### src/hdl/fsfl_ram.sv
// Generic single-port-write, single-port-read RAM with registered read data.
// No dependencies.
module fsfl_ram #(
    parameter int WIDTH = 8,
    parameter int DEPTH = 16
) (
    input  logic                     i_clk,
    input  logic                     i_we,
    input  logic [$clog2(DEPTH)-1:0] i_waddr,
    input  logic [WIDTH-1:0]         i_wdata,
    input  logic                     i_re,
    input  logic [$clog2(DEPTH)-1:0] i_raddr,
    output logic [WIDTH-1:0]         o_rdata
);

    logic [WIDTH-1:0] r_mem [DEPTH];
    logic [WIDTH-1:0] r_rdata;

    always_ff @(posedge i_clk) begin
        if (i_we) begin
            r_mem[i_waddr] <= i_wdata;
        end
        if (i_re) begin
            r_rdata <= r_mem[i_raddr];
        end
    end

    assign o_rdata = r_rdata;

endmodule

### config.mk
export PLATFORM = sky130hd
export DESIGN_NAME = fsfl_ram
export DESIGN_NICKNAME = d
export VERILOG_FILES = /design/src/hdl/fsfl_ram.sv
export SDC_FILE = /design/constraint.sdc
export NUM_CORES = 1
export LEC_CHECK = 0
export BUFFER_PORTS_ARGS = -buffer_cell sky130_fd_sc_hd__buf_2
export CELL_PAD_IN_SITES_DETAIL_PLACEMENT = 1
export CELL_PAD_IN_SITES_GLOBAL_PLACEMENT = 2
export CORE_UTILIZATION = 54
export CTS_BUF_LIST = sky130_fd_sc_hd__clkbuf_2
export CTS_CLUSTER_DIAMETER = 100
export DETAILED_ROUTE_END_ITERATION = 16
export HOLD_SLACK_MARGIN = 0.05
export PLACE_DENSITY_LB_ADDON = 0.15
export SETUP_SLACK_MARGIN = 0.05
export SLEW_MARGIN = 20
export SYNTH_ARGS = -nofsm -noshare
export SYNTH_HDL_FRONTEND = slang
export SYNTH_SLANG_ARGS = --single-unit
### constraint.sdc
create_clock -name i_clk -period 3 [get_ports i_clk]
set_input_delay 0.45 -clock i_clk [delete_from_list [all_inputs] [get_ports i_clk]]
set_output_delay 0.45 -clock i_clk [all_outputs]
set_load 0.05 [all_outputs]
==> Flow_metrics.wiki <==
{| class="wikitable"
! Metric !! Value
|-
| Run status || completed
|-
| Clock tree from TritonCTS || done
|-
| Cell leakage power || 1.92 nW
|-
| Starting density of the core || 56.0%
|-
| Number of endpoints failing setup at the final stage || 0
|-
| Path class of the lowest-slack min-delay path || input pin to flip-flop
|-
| Dominant cell by count in the synthesized netlist || edfxtp_1
|-
| Switching power || 0.806 mW
|-
| Die boundary width || 100 um
|-
| Synthesized area || 0.00523 mm^2
|-
| Clock network fraction of design power || 34.7%
|-
| Global placer's final weighted congestion || 0.696
|-
| Power Density || 629 mW/mm^2
|-
| Post-layout net count || 291
|-
| Avg Vias per Cell || 5.89
|-
| Deepest level of the CTS H-tree || 4
|-
| Maximum net fanout on the critical path || 1
|-
| Setup TNS Final || 0 ns
|-
| Unrepaired setup endpoints after global routing || no
|-
| Final WL || 10800 um
|-
| Max-cap violation count || 0
|-
| Total congestion overflow after global routing || 0
|-
| Internal power consumption || 2.84 mW
|-
| Register share of total power || 59.0%
|-
| Per-cell routed wire length || 26.2 um
|-
| Fraction of final layout cells sized beyond drive strength 1 || 29.1%
|-
| Number of standard cells after synthesis || 229
|-
| Share of synthesized registers carrying an async set or reset || 0%
|-
| Count of inserted antenna diode cells || 0
|-
| Die Area || 0.0101 mm^2
|-
| Post-synth net total || 248
|-
| P&R area growth vs syn || 10.8%
|-
| Signal arrival time at the worst endpoint || 1.30 ns
|-
| Height of the die || 100 um
|-
| Number of buffers inserted during clock tree synthesis || 17
|-
| Core region area || 0.00933 mm^2
|-
| Dominant cells by area after synthesis || edfxtp_1 (78%), mux4_2 (7.8%), mux4_1 (7.0%)
|-
| First-pass GRT wire length || 15900 um
|-
| Cell class contributing the biggest share of worst-path delay || flip-flops
|-
| Post-synth EDFFs || 136
|-
| Dpl cells || 382
|-
| Final count of pins violating max slew || 0
|-
| Number of global-route vias before repair || 2594
|-
| Slew at the pin closest to its max-slew limit || 0.907 ns
|-
| Final Instance Area || 0.00579 mm^2
|-
| Drt pass-1 iters || 4
|-
| CTS Hold Bufs || 0
|-
| Total Power || 3.64 mW
|-
| Switching Fraction || 22.1%
|-
| Number of distinct library cells after synthesis || 18
|-
| Synthesized area per cell || 22.8 um^2
|-
| Clock latency reported for the late side of the worst-skew pair || 0.64 ns
|-
| Nature of the critical path startpoint || flip-flop
|-
| Antenna violation net count after detailed routing || 0
|-
| Number of antenna violations at the first check in global routing || 0
|-
| Top-level port count || 27
|-
| Non-filler instance count after layout || 411
|-
| Largest net degree at the start of global routing || 33
|-
| Resized cells post-CTS || 0
|-
| WP data required || 2.55 ns
|-
| Crit path cell chain || buf_2
|-
| Routed vias || 2419
|-
| Count of endpoints failing hold in the final timing report || 0
|-
| Number of clock sinks || 136
|-
| Global router's overall resource usage || 23.7%
|-
| # rows || 35
|-
| Standard cell area after detailed placement || 0.00551 mm^2
|-
| Synth top area share || 78.1%
|-
| Kind of end point of the critical path || primary output
|-
| Final min period || 1.75 ns
|-
| CP peak stage delay || 0.40 ns
|-
| Sequential area share after synthesis || 78.1%
|-
| Synthesis-stage register bit count || 136
|-
| Worst path bufs/invs || 1
|-
| Library cell occupying the most area in the post-synthesis netlist || edfxtp_1
|-
| Crit-path slowest cell || edfxtp_1
|-
| Final Cycle Share || 58.2%
|-
| Ranking of synthesized cells by instance count || edfxtp_1 (136), mux4_2 (18), a22oi_1 (16), mux4_1 (14), nor2_1 (13)
|-
| Post-Route Skew || 0.0322 ns
|-
| Residual DRC || 0
|-
| Utilization after layout || 62.1%
|-
| Most frequently used flop master after synthesis || edfxtp_1
|-
| Number of I/O port buffers || 26
|-
| Buffers inserted during post-CTS setup optimization || 0
|-
| CTS clock-pin slew for the worst setup and hold paths || 0.20 ns
|-
| Initial DRC count || 140
|-
| Clk root buf || clkbuf_2
|-
| FMAX || 573 MHz
|-
| Max IR drop VDD || 315 uV
|-
| Number of inserted filler cells in the final layout || 782
|-
| Type of the worst setup path || flip-flop to primary output
|-
| Headroom to the max-slew limit || 39.3%
|-
| Combinational cell fraction of total power || 6.3%
|-
| Post-DP HPWL || 6670 um
|-
| Maximum buffer depth of the clock tree || 2
|-
| Synth warn || 0
|}
-- registers in the layout, indices dropped and copies added, names as in the netlist --
register	flops
o_rdata	8
r_mem	128
-- logic make-up after synthesis --
group / Yosys count / share of synthesized area [%]
AOI/OAI and AO/OA: 16 / 2.30
buffers and inverters: 10 / 1.65
DFF: 136 / 78.1
muxes: 32 / 14.8
and+or+nand+nor: 35 / 3.14
-- layer usage --
metal / vias to the layer above / routed length, um / global-route usage [%]
met1: 1286 / 4670 / 32.2
li1: 1066 / - / -
met5: - / 0 / 0
met2: 58 / 5480 / 38.8
met4: 0 / 89 / 8.14
met3: 9 / 520 / 4.81
-- area by class of cell --
cell class / count / area [um^2] / share of cell area (%)
clock inverters: 12 / 203 / 3.50
flip-flops and latches: 136 / 4080 / 70.5
repair buffers: 34 / 203 / 3.50
multi-input cells: 83 / 1060 / 18.3
clock buffers: 17 / 85.1 / 1.47
well taps: 129 / 161 / 2.79
-- final timing paths --
path	endpoint	slack, ns	start	depth (start not counted)
min	o_rdata[3]$_DFFE_PP_	0.17	i_re	1
max reg2reg	o_rdata[2]$_DFFE_PP_	1.41	r_mem[9][2]$_DFFE_PP_	3
min reg2reg	o_rdata[0]$_DFFE_PP_	0.78	r_mem[14][0]$_DFFE_PP_	3
max	o_rdata[7]	1.25	o_rdata[7]$_DFFE_PP_	1
-- power groups by stage --
stage          Combinational [mW]  Sequential [mW]  Clock (mW)
2_1_floorplan               0.108             2.22           0
3_3_place_gp                0.225             2.19           0
3_5_place_dp                0.231             2.19           0
4_1_cts                     0.233             2.15        1.29
5_1_grt                     0.245             2.15        1.34
6_report                    0.230             2.15        1.27
-- through the flow --
step                setup slack, ns  hold slack [ns]
floorplan                      1.06            0.549
global placement              0.507            0.729
detailed placement            0.532            0.741
CTS                            1.17           0.0991
global route                   1.13           0.0977
finish                         1.25            0.174
-- placed cells by master, fill, tap and decap left out --
cell type	instances
mux4_2	18
nor2_1	13
nand2b_1	2
buf_4	7
edfxtp_1	136
clkbuf_2	17
nor3_1	4
buf_2	26
or3b_2	1
and2_1	1
nand3b_1	2
and2b_1	1
bufinv_16	5
nand2_1	9
mux4_1	14
a22oi_1	16
buf_12	1
nor2b_1	1
clkinv_2	2
clkinv_4	3
nand3_1	1
inv_6	1
clkinvlp_4	1
(Power assumes the default switching activity.)
