===== config.mk =====
export PLATFORM = sky130hd
export DESIGN_NAME = fsfl_div
export DESIGN_NICKNAME = d
export VERILOG_FILES = /design/src/hdl/fsfl_pkg.sv /design/src/hdl/fsfl_div.sv
export SDC_FILE = /design/constraint.sdc
export NUM_CORES = 1
export LEC_CHECK = 0
export BUFFER_PORTS_ARGS = -buffer_cell sky130_fd_sc_hd__buf_2
export CORE_AREA = 2 2 84 86
export DETAILED_ROUTE_END_ITERATION = 10
export DIE_AREA = 0 0 86 88
export GPL_TIMING_DRIVEN = 0
export PLACE_DENSITY = 0.72
export SLEW_MARGIN = 20
export SYNTH_ARGS = -nofsm -noshare
export SYNTH_HDL_FRONTEND = slang
export SYNTH_SLANG_ARGS = --single-unit

===== constraint.sdc =====
create_clock -name i_clk -period 2.23 [get_ports i_clk]
set_clock_uncertainty 0.2 [all_clocks]
set_input_delay 0.223 -clock i_clk [delete_from_list [all_inputs] [get_ports i_clk]]
set_output_delay 0.223 -clock i_clk [all_outputs]
set_load 0.01 [all_outputs]

===== src/hdl/fsfl_pkg.sv =====
// Shared types and constants for the fixed-size free-list allocator.
// No dependencies; imported by fsfl_div and the top level.
package fsfl_pkg;

    localparam int SLAB_BYTES = 65536;
    localparam int OFS_W      = $clog2(SLAB_BYTES);
    localparam int END_W      = OFS_W + 1;
    localparam int CFG_W      = 17;
    localparam int SZ_W       = CFG_W + 1;
    localparam int CNT_W      = 14;
    localparam int GRAN_SH    = 3;
    localparam int LINK_DEPTH = SLAB_BYTES / 8;
    localparam int LINK_AW    = $clog2(LINK_DEPTH);
    localparam int LINK_W     = OFS_W + 1;

    localparam logic [END_W-1:0] SLAB_END  = END_W'(SLAB_BYTES);
    localparam logic [CNT_W-1:0] COUNT_MAX = {CNT_W{1'b1}};
    localparam logic [CFG_W-1:0] SLOT_MIN  = CFG_W'(8);
    localparam logic [SZ_W-1:0]  SLOT_RND  = SZ_W'(7);

    localparam logic CMD_ALLOC   = 1'b0;
    localparam logic CMD_RELEASE = 1'b1;

    localparam logic [1:0] STS_DONE  = 2'd0;
    localparam logic [1:0] STS_EMPTY = 2'd1;
    localparam logic [1:0] STS_RANGE = 2'd2;

    typedef struct packed {
        logic             command;
        logic [OFS_W-1:0] release_offset;
    } t_in_beat;

    typedef struct packed {
        logic [OFS_W-1:0] slot_offset;
        logic [1:0]       status;
        logic [CNT_W-1:0] slots_free;
    } t_out_beat;

    typedef struct packed {
        logic             done;
        logic [CNT_W-1:0] quot;
        logic [SZ_W-1:0]  rem;
    } t_div_res;

endpackage


===== src/hdl/fsfl_div.sv =====
// Bit-serial restoring divider: SLAB_BYTES / slot size, one quotient bit per cycle.
// Depends on fsfl_pkg.
module fsfl_div
    import fsfl_pkg::*;
(
    input  logic            i_clk,
    input  logic            i_rst_n,
    input  logic            i_start,
    input  logic [SZ_W-1:0] i_divisor,
    output t_div_res        o_res
);

    localparam int STEP_W = $clog2(END_W);

    logic              r_busy;
    logic              r_done;
    logic [STEP_W-1:0] r_cnt;
    logic [SZ_W-1:0]   r_div;
    logic [SZ_W-1:0]   r_rem;
    logic [END_W-1:0]  r_quot;
    logic [SZ_W:0]     rem_sh;
    logic              take;

    assign rem_sh = {r_rem, SLAB_END[r_cnt]};
    assign take   = rem_sh >= {1'b0, r_div};

    always_ff @(posedge i_clk) begin
        if (!i_rst_n) begin
            r_busy <= 1'b0;
            r_done <= 1'b0;
            r_cnt  <= '0;
        end else begin
            r_done <= 1'b0;
            if (i_start) begin
                r_busy <= 1'b1;
                r_cnt  <= STEP_W'(END_W - 1);
            end else if (r_busy) begin
                r_cnt <= r_cnt - STEP_W'(1);
                if (r_cnt == '0) begin
                    r_busy <= 1'b0;
                    r_done <= 1'b1;
                end
            end
        end
    end

    always_ff @(posedge i_clk) begin
        if (i_start) begin
            r_div  <= i_divisor;
            r_rem  <= '0;
            r_quot <= '0;
        end else if (r_busy) begin
            r_rem  <= take ? SZ_W'(rem_sh - {1'b0, r_div}) : rem_sh[SZ_W-1:0];
            r_quot <= {r_quot[END_W-2:0], take};
        end
    end

    // slot size is at least 8, so the quotient fits the count width
    assign o_res.done = r_done;
    assign o_res.quot = r_quot[CNT_W-1:0];
    assign o_res.rem  = r_rem;

endmodule

==> run_results.csv, run 1 <==
group,metric,value,unit
grt,grt_pass1_vias,2983,
clocking,cts_buffers,9,
clocking,cts_tree,"built",
timing,fin_crit_sh,111,%
yosys,yosys-top-cells-area,"dfxtp_1 24%, edfxtp_1 17%, ha_1 7.7%, mux2i_1 6.8%, nor2_1 4.7%",
timing,rsz0062_at_grt,"yes",
grt,track_usage,24.4,%
worst_setup_path,crit_arrival,2530,ps
die,die-width,86,µm
yosys,avgSynthCellArea,9.62,µm²
worst_hold_path,holdCritPathClass,"in -> reg",
clocking,clkLatencyLatePin,340,ps
yosys,synth.ff_latch_count,57,
final_layout,multi_input_area,2150,µm²
drt,drtIter0Drc,241,
die,die_y,88,µm
timing,period_minus_slack,2480,ps
yosys,synth_most_common_cell,"nor2_1",
place,post_dp_cell_area,3700,µm²
clocking,htreeDepth,3,
yosys,synth_edf_count,18,
worst_setup_path,cp-start-kind,"flop",
place,port_buffers,53,
worst_setup_path,endpoint_kind,"flop",
die,initial_core_util,48.9,%
timing,relSlewSlack,50.1,%
yosys,syn_inst,338,
place,place_congestion,0.897,
yosys,syn-num-nets,380,
die,coreArea,6640,µm²
final_layout,utilization,70.1,%
yosys,yosys_warnings,0,
power,total_leakage_power,1.98,nW
grt,grt-ovfl-total,0,
drt,wl_per_cell,17.9,µm
grt,grt_max_degree,23,
timing,finalHoldViolCount,0,
yosys,netlist_area,3250,µm²
yosys,synth_common_cells,"41 x nor2_1, 39 x dfxtp_1, 26 x inv_1",
drt,vias,3168,
die,dieArea,7570,µm²
drt,dr.pass1.iters,6,
die,rows,30,
grt,grt_pass1_wl,14300,µm
power,power.total,0.00310,W
run,maxCapViolations,0,
grt,grt_antenna_before_repair,0,
worst_setup_path,critPathRequiredTime,2280,ps
outcome,failed_checks,"setup timing",
worst_setup_path,crit_type,"reg -> reg",
drt,routed_wl,9540,µm
drt,via_per_inst,5.94,
drt,drc,0,
clocking,clk_pin_slew,70,ps
power,peakVddDrop,0.000487,V
final_layout,seq_area,1330,µm²
outcome,status,"complete, but fails checks",
final_layout,fill_cells,481,
die,io_pins,54,
final_layout,antenna_cells,0,
yosys,yosys.area.top_type_share,24.0,%
yosys,yosysTopAreaCell,"dfxtp_1",
timing,worstMarginPinSlew,748,ps
power,power.density,666,nW/µm²
final_layout,layout.nets,490,
clocking,cts_sinks,57,
clocking,cts_root_buf,"clkbuf_8",
timing,setup_viol,19,
yosys,synth_seq_area_share,40.6,%
worst_setup_path,path_max_fanout,7,
clocking,clk_path_buf_depth,2,
place,dp_hpwl,5520,µm
yosys,synth_cell_types,61,
final_layout,drive_gt1_share,39.1,%
final_layout,stdcell_area,4660,µm²
final_layout,areaGrowthSynthToFinish,43.3,%
timing,fmax,0.404,GHz
drt,antenna_left,0,
timing,setup_slack,-247,ps
yosys,synthArstFlopShare,0,%
timing,setup_tns,-3390,ps
timing,slew_viol_final,0,
yosys,synthFlopType,"dfxtp_1",
## repair_timing
action | 4_1_cts | 5_1_grt
gates cloned | 1 | 0
pin swaps | 36 | 12
endpoints found under the hold margin | 20 | 0
endpoints found under the setup margin | 19 | 19
resized for setup | 68 | 13
buffers inserted | 22 | 6
hold buffers | 19 | 0
## cells in the final DEF, fill, tap and decap left out, types with 9 or more instances in the layout
cell type,count
buf_2,53
dfxtp_1,30
inv_1,19
ha_4,14
buf_4,26
nor2_1,41
dlygate4sd3_1,19
edfxtp_1,18
nand2_1,11
a21o_1,10
clkbuf_1,9
dfxtp_2,9
clkbuf_8,10
xnor2_1,9
a211oi_1,10
mux2i_1,22
## sequential cells by signal (all words and copies together), names as in the netlist
| signal | cells |
|---|---|
| r_div | 18 |
| r_rem | 18 |
| r_quot | 14 |
| r_busy | 1 |
| r_cnt | 5 |
| r_done | 1 |
## routing by layer
metal,GRT usage [%],wire (µm)
met1,29.3,3860
met2,41.2,4640
met3,4.24,617
met4,14.3,416
met5,0,0
## kinds of logic after synthesis
family / Yosys count / synth area share (%)
simple gates: 90 / 14.2
flops: 57 / 40.6
xor+xnor: 12 / 3.23
fa+ha+maj: 21 / 8.31
mux: 22 / 6.77
buf+inv: 43 / 5.97
compound gates: 93 / 20.8
## critical path: stages (launching register included)
cell     delay [ps]
dfxtp_2         350
ha_1            310
buf_6           140
a21oi_2         210
o22ai_4         110
nor2b_4         140
a211o_1         300
buf_6           170
buf_8           150
mux2i_1         120
o31ai_1         180
## cell type report
class                   count  share of cell area, %
plain buffers              15                   2.10
repair buffers            101                   15.4
multi-input cells         238                   46.1
clock inverters             3                  0.376
inverters                  26                   2.10
flip-flops and latches     57                   28.6
well taps                  80                   2.15
clock buffers              13                   3.20
## power by group
part / switching (W) / leakage [nW] / total [W] / internal (W)
registers: 0.0000578 / 0.498 / 0.00120 / 0.00114
clock network: 0.000420 / 0.0834 / 0.000851 / 0.000431
logic: 0.000542 / 1.40 / 0.00105 / 0.000513
## final timing paths
| path | endpoint | cells after the start | start | slack (ps) |
|---|---|---|---|---|
| max | r_rem[2] | 10 | r_rem[9] | -250 |
| min | r_div[13] | 1 | i_start | 220 |
| max reg2reg | r_rem[2] | 10 | r_rem[9] | -250 |
| min reg2reg | r_cnt[1] | 2 | r_cnt[1] | 300 |
## metrics by stage
step                std cells  setup slack (ps)  hold WS [ps]
finish                    533              -247           216
detailed placement        471              -384           201
CTS                       528              -183           209
global route              533              -315           218
global placement          471              -320           200
floorplan                 338             -50.3           122
Power figures use the tool's default switching activity.
==> run 2, diff against run 1 <==
--- a/config.mk
+++ b/config.mk
@@ -7,6 +7,7 @@
 export LEC_CHECK = 0
 export BUFFER_PORTS_ARGS = -buffer_cell sky130_fd_sc_hd__buf_2
 export CORE_AREA = 2 2 84 86
+export CTS_BUF_LIST = sky130_fd_sc_hd__clkbuf_8
 export DETAILED_ROUTE_END_ITERATION = 10
 export DIE_AREA = 0 0 86 88
 export GPL_TIMING_DRIVEN = 0
==> run_results.csv, run 2 (synthesized netlist as in run 1, its figures left out) <==
group,metric,value,unit
place,post_dp_cell_area,3700,µm²
outcome,failed_checks,"setup timing",
timing,finalHoldViolCount,0,
power,peakVddDrop,0.000487,V
final_layout,seq_area,1330,µm²
place,place_congestion,0.897,
final_layout,stdcell_area,4660,µm²
die,coreArea,6640,µm²
power,total_leakage_power,1.99,nW
final_layout,final_common_cell,"buf_2",
worst_setup_path,rr_endpoint,"r_rem[2]",
clocking,clk_path_buf_depth,2,
worst_setup_path,crit_top_cell,"buf_6",
grt,grt_pass1_vias,2985,
drt,dr.pass1.iters,5,
final_layout,multi_input_area,2150,µm²
worst_hold_path,holdCritPathClass,"in -> reg",
clocking,cts_sinks,57,
clocking,cts_root_buf,"clkbuf_8",
grt,track_usage,24.4,%
final_layout,reg_top3,"r_div: 18 flops, r_rem: 18 flops, r_quot: 14 flops",
grt,grt_max_degree,23,
worst_setup_path,slowest_delay,350,ps
drt,vias,3158,
grt,grt_antenna_before_repair,0,
drt,drtIter0Drc,225,
place,port_buffers,53,
final_layout,fill_cells,481,
worst_setup_path,ff2ff_setup_slack,-240,ps
die,rows,30,
drt,via_per_inst,5.92,
die,die_y,88,µm
timing,worstMarginPinSlew,725,ps
die,io_pins,54,
final_layout,areaGrowthSynthToFinish,43.3,%
final_layout,antenna_cells,0,
final_layout,layout.nets,490,
clocking,clkLatencyLatePin,340,ps
timing,relSlewSlack,51.6,%
worst_setup_path,crit_type,"reg -> reg",
grt,grt-ovfl-total,0,
grt,grt_pass1_wl,14300,µm
timing,setup_viol,19,
timing,period_minus_slack,2470,ps
run,maxCapViolations,0,
power,power.density,664,nW/µm²
drt,wl_per_cell,17.9,µm
clocking,cts_buffers,9,
final_layout,layout_common_cells,"53 x buf_2, 41 x nor2_1, 30 x dfxtp_1",
worst_setup_path,endpoint_kind,"flop",
worst_setup_path,critPathLaunch,"r_rem[9]",
worst_setup_path,path_cells,"ha_1 -> buf_6 -> a21oi_2 -> o22ai_4 -> nor2b_4 -> a211o_1 -> buf_6 -> buf_8 -> mux2i_1 -> o31ai_1",
timing,fin_crit_sh,111,%
worst_setup_path,cp-start-kind,"flop",
worst_setup_path,crit_path_end,"r_rem[2]",
timing,slew_viol_final,0,
timing,rsz0062_at_grt,"yes",
die,dieArea,7570,µm²
drt,routed_wl,9540,µm
final_layout,drive_gt1_share,39.1,%
timing,worst_hold_slack,210,ps
timing,setup_slack,-243,ps
outcome,status,"complete, but fails checks",
worst_setup_path,crit_arrival,2530,ps
worst_setup_path,r2r-start,"r_rem[9]",
die,die-width,86,µm
clocking,cts_tree,"built",
worst_setup_path,cpMaxStageDelayCell,"dfxtp_2",
place,dp_hpwl,5520,µm
worst_setup_path,ff2ff_path_depth,10,
die,initial_core_util,48.9,%
clocking,htreeDepth,3,
drt,drc,0,
clocking,clk_pin_slew,70,ps
worst_setup_path,path_max_fanout,7,
worst_setup_path,critPathRequiredTime,2280,ps
drt,antenna_left,0,
timing,fmax,0.404,GHz
## run 2: changes by cell type in the layout (fill, tap and decap cells not counted), sizes merged
cell,before,now
clkbuf,19,16
inv,26,29
## run 2: layout make-up
| cell class | count | share of cell area, % |
|---|---|---|
| clock buffers | 10 | 2.95 |
| flip-flops and latches | 57 | 28.6 |
| multi-input cells | 238 | 46.1 |
| well taps | 80 | 2.15 |
| plain buffers | 15 | 2.10 |
| repair buffers | 101 | 15.4 |
| inverters | 26 | 2.10 |
| clock inverters | 6 | 0.618 |
## run 2: report_power, final
part	leakage, nW	switching, W	internal (W)
clock	0.0958	0.000425	0.000417
sequential	0.498	0.0000581	0.00114
combinational	1.40	0.000543	0.000513
## run 2: metal layers
layer  part of all wire [%]  global-route usage (%)  vias to the layer above
li1                       -                       -                     1464
met1                     40                    29.3                     1492
met2                     49                    41.2                      159
met3                    7.2                    4.24                       43
met4                    3.7                    14.3                        0
met5                      0                       0                        -
## run 2: how the worst min path moves through the flow
stage | startpoint | endpoint | slack, ps | depth (start not counted)
global route | i_start | r_div[17] | 220 | 1
finish | i_start | r_div[13] | 210 | 1
global placement | i_divisor[12] | r_div[12] | 200 | 1
CTS | i_start | r_div[5] | 210 | 1
detailed placement | i_divisor[4] | r_div[4] | 200 | 1
floorplan | i_divisor[0] | r_div[0] | 120 | 0
## run 2: critical path: cells and delay by family, from the launching register on
| kind | cells | cell delay (ps) |
|---|---|---|
| buffers and inverters | 3 | 460 |
| flip-flops | 1 | 350 |
| multiplexers | 1 | 120 |
| AO/OA/AOI/OAI | 4 | 790 |
| AND/OR/NAND/NOR | 1 | 150 |
| adder cells (fa/ha/maj) | 1 | 310 |
## run 2: timing repair
action | 4_1_cts | 5_1_grt
hold endpoints to repair | 20 | 0
setup buffers | 22 | 6
resized for setup | 68 | 13
pin swaps | 36 | 12
gates cloned | 1 | 0
endpoints found under the setup margin | 19 | 19
hold buffers | 19 | 0
## run 2: through the flow
step	cells	setup WS (ps)	total power (W)	util (%)	setup TNS, ps
after floorplan	338	-50.3	0.00173	-	-158
after global placement	471	-320	0.00190	55.7	-4420
after detailed placement	471	-384	0.00192	55.7	-5190
after CTS	528	-183	0.00301	68.3	-2310
after global routing	533	-315	0.00322	70.1	-4660
final	533	-243	0.00309	70.1	-3310
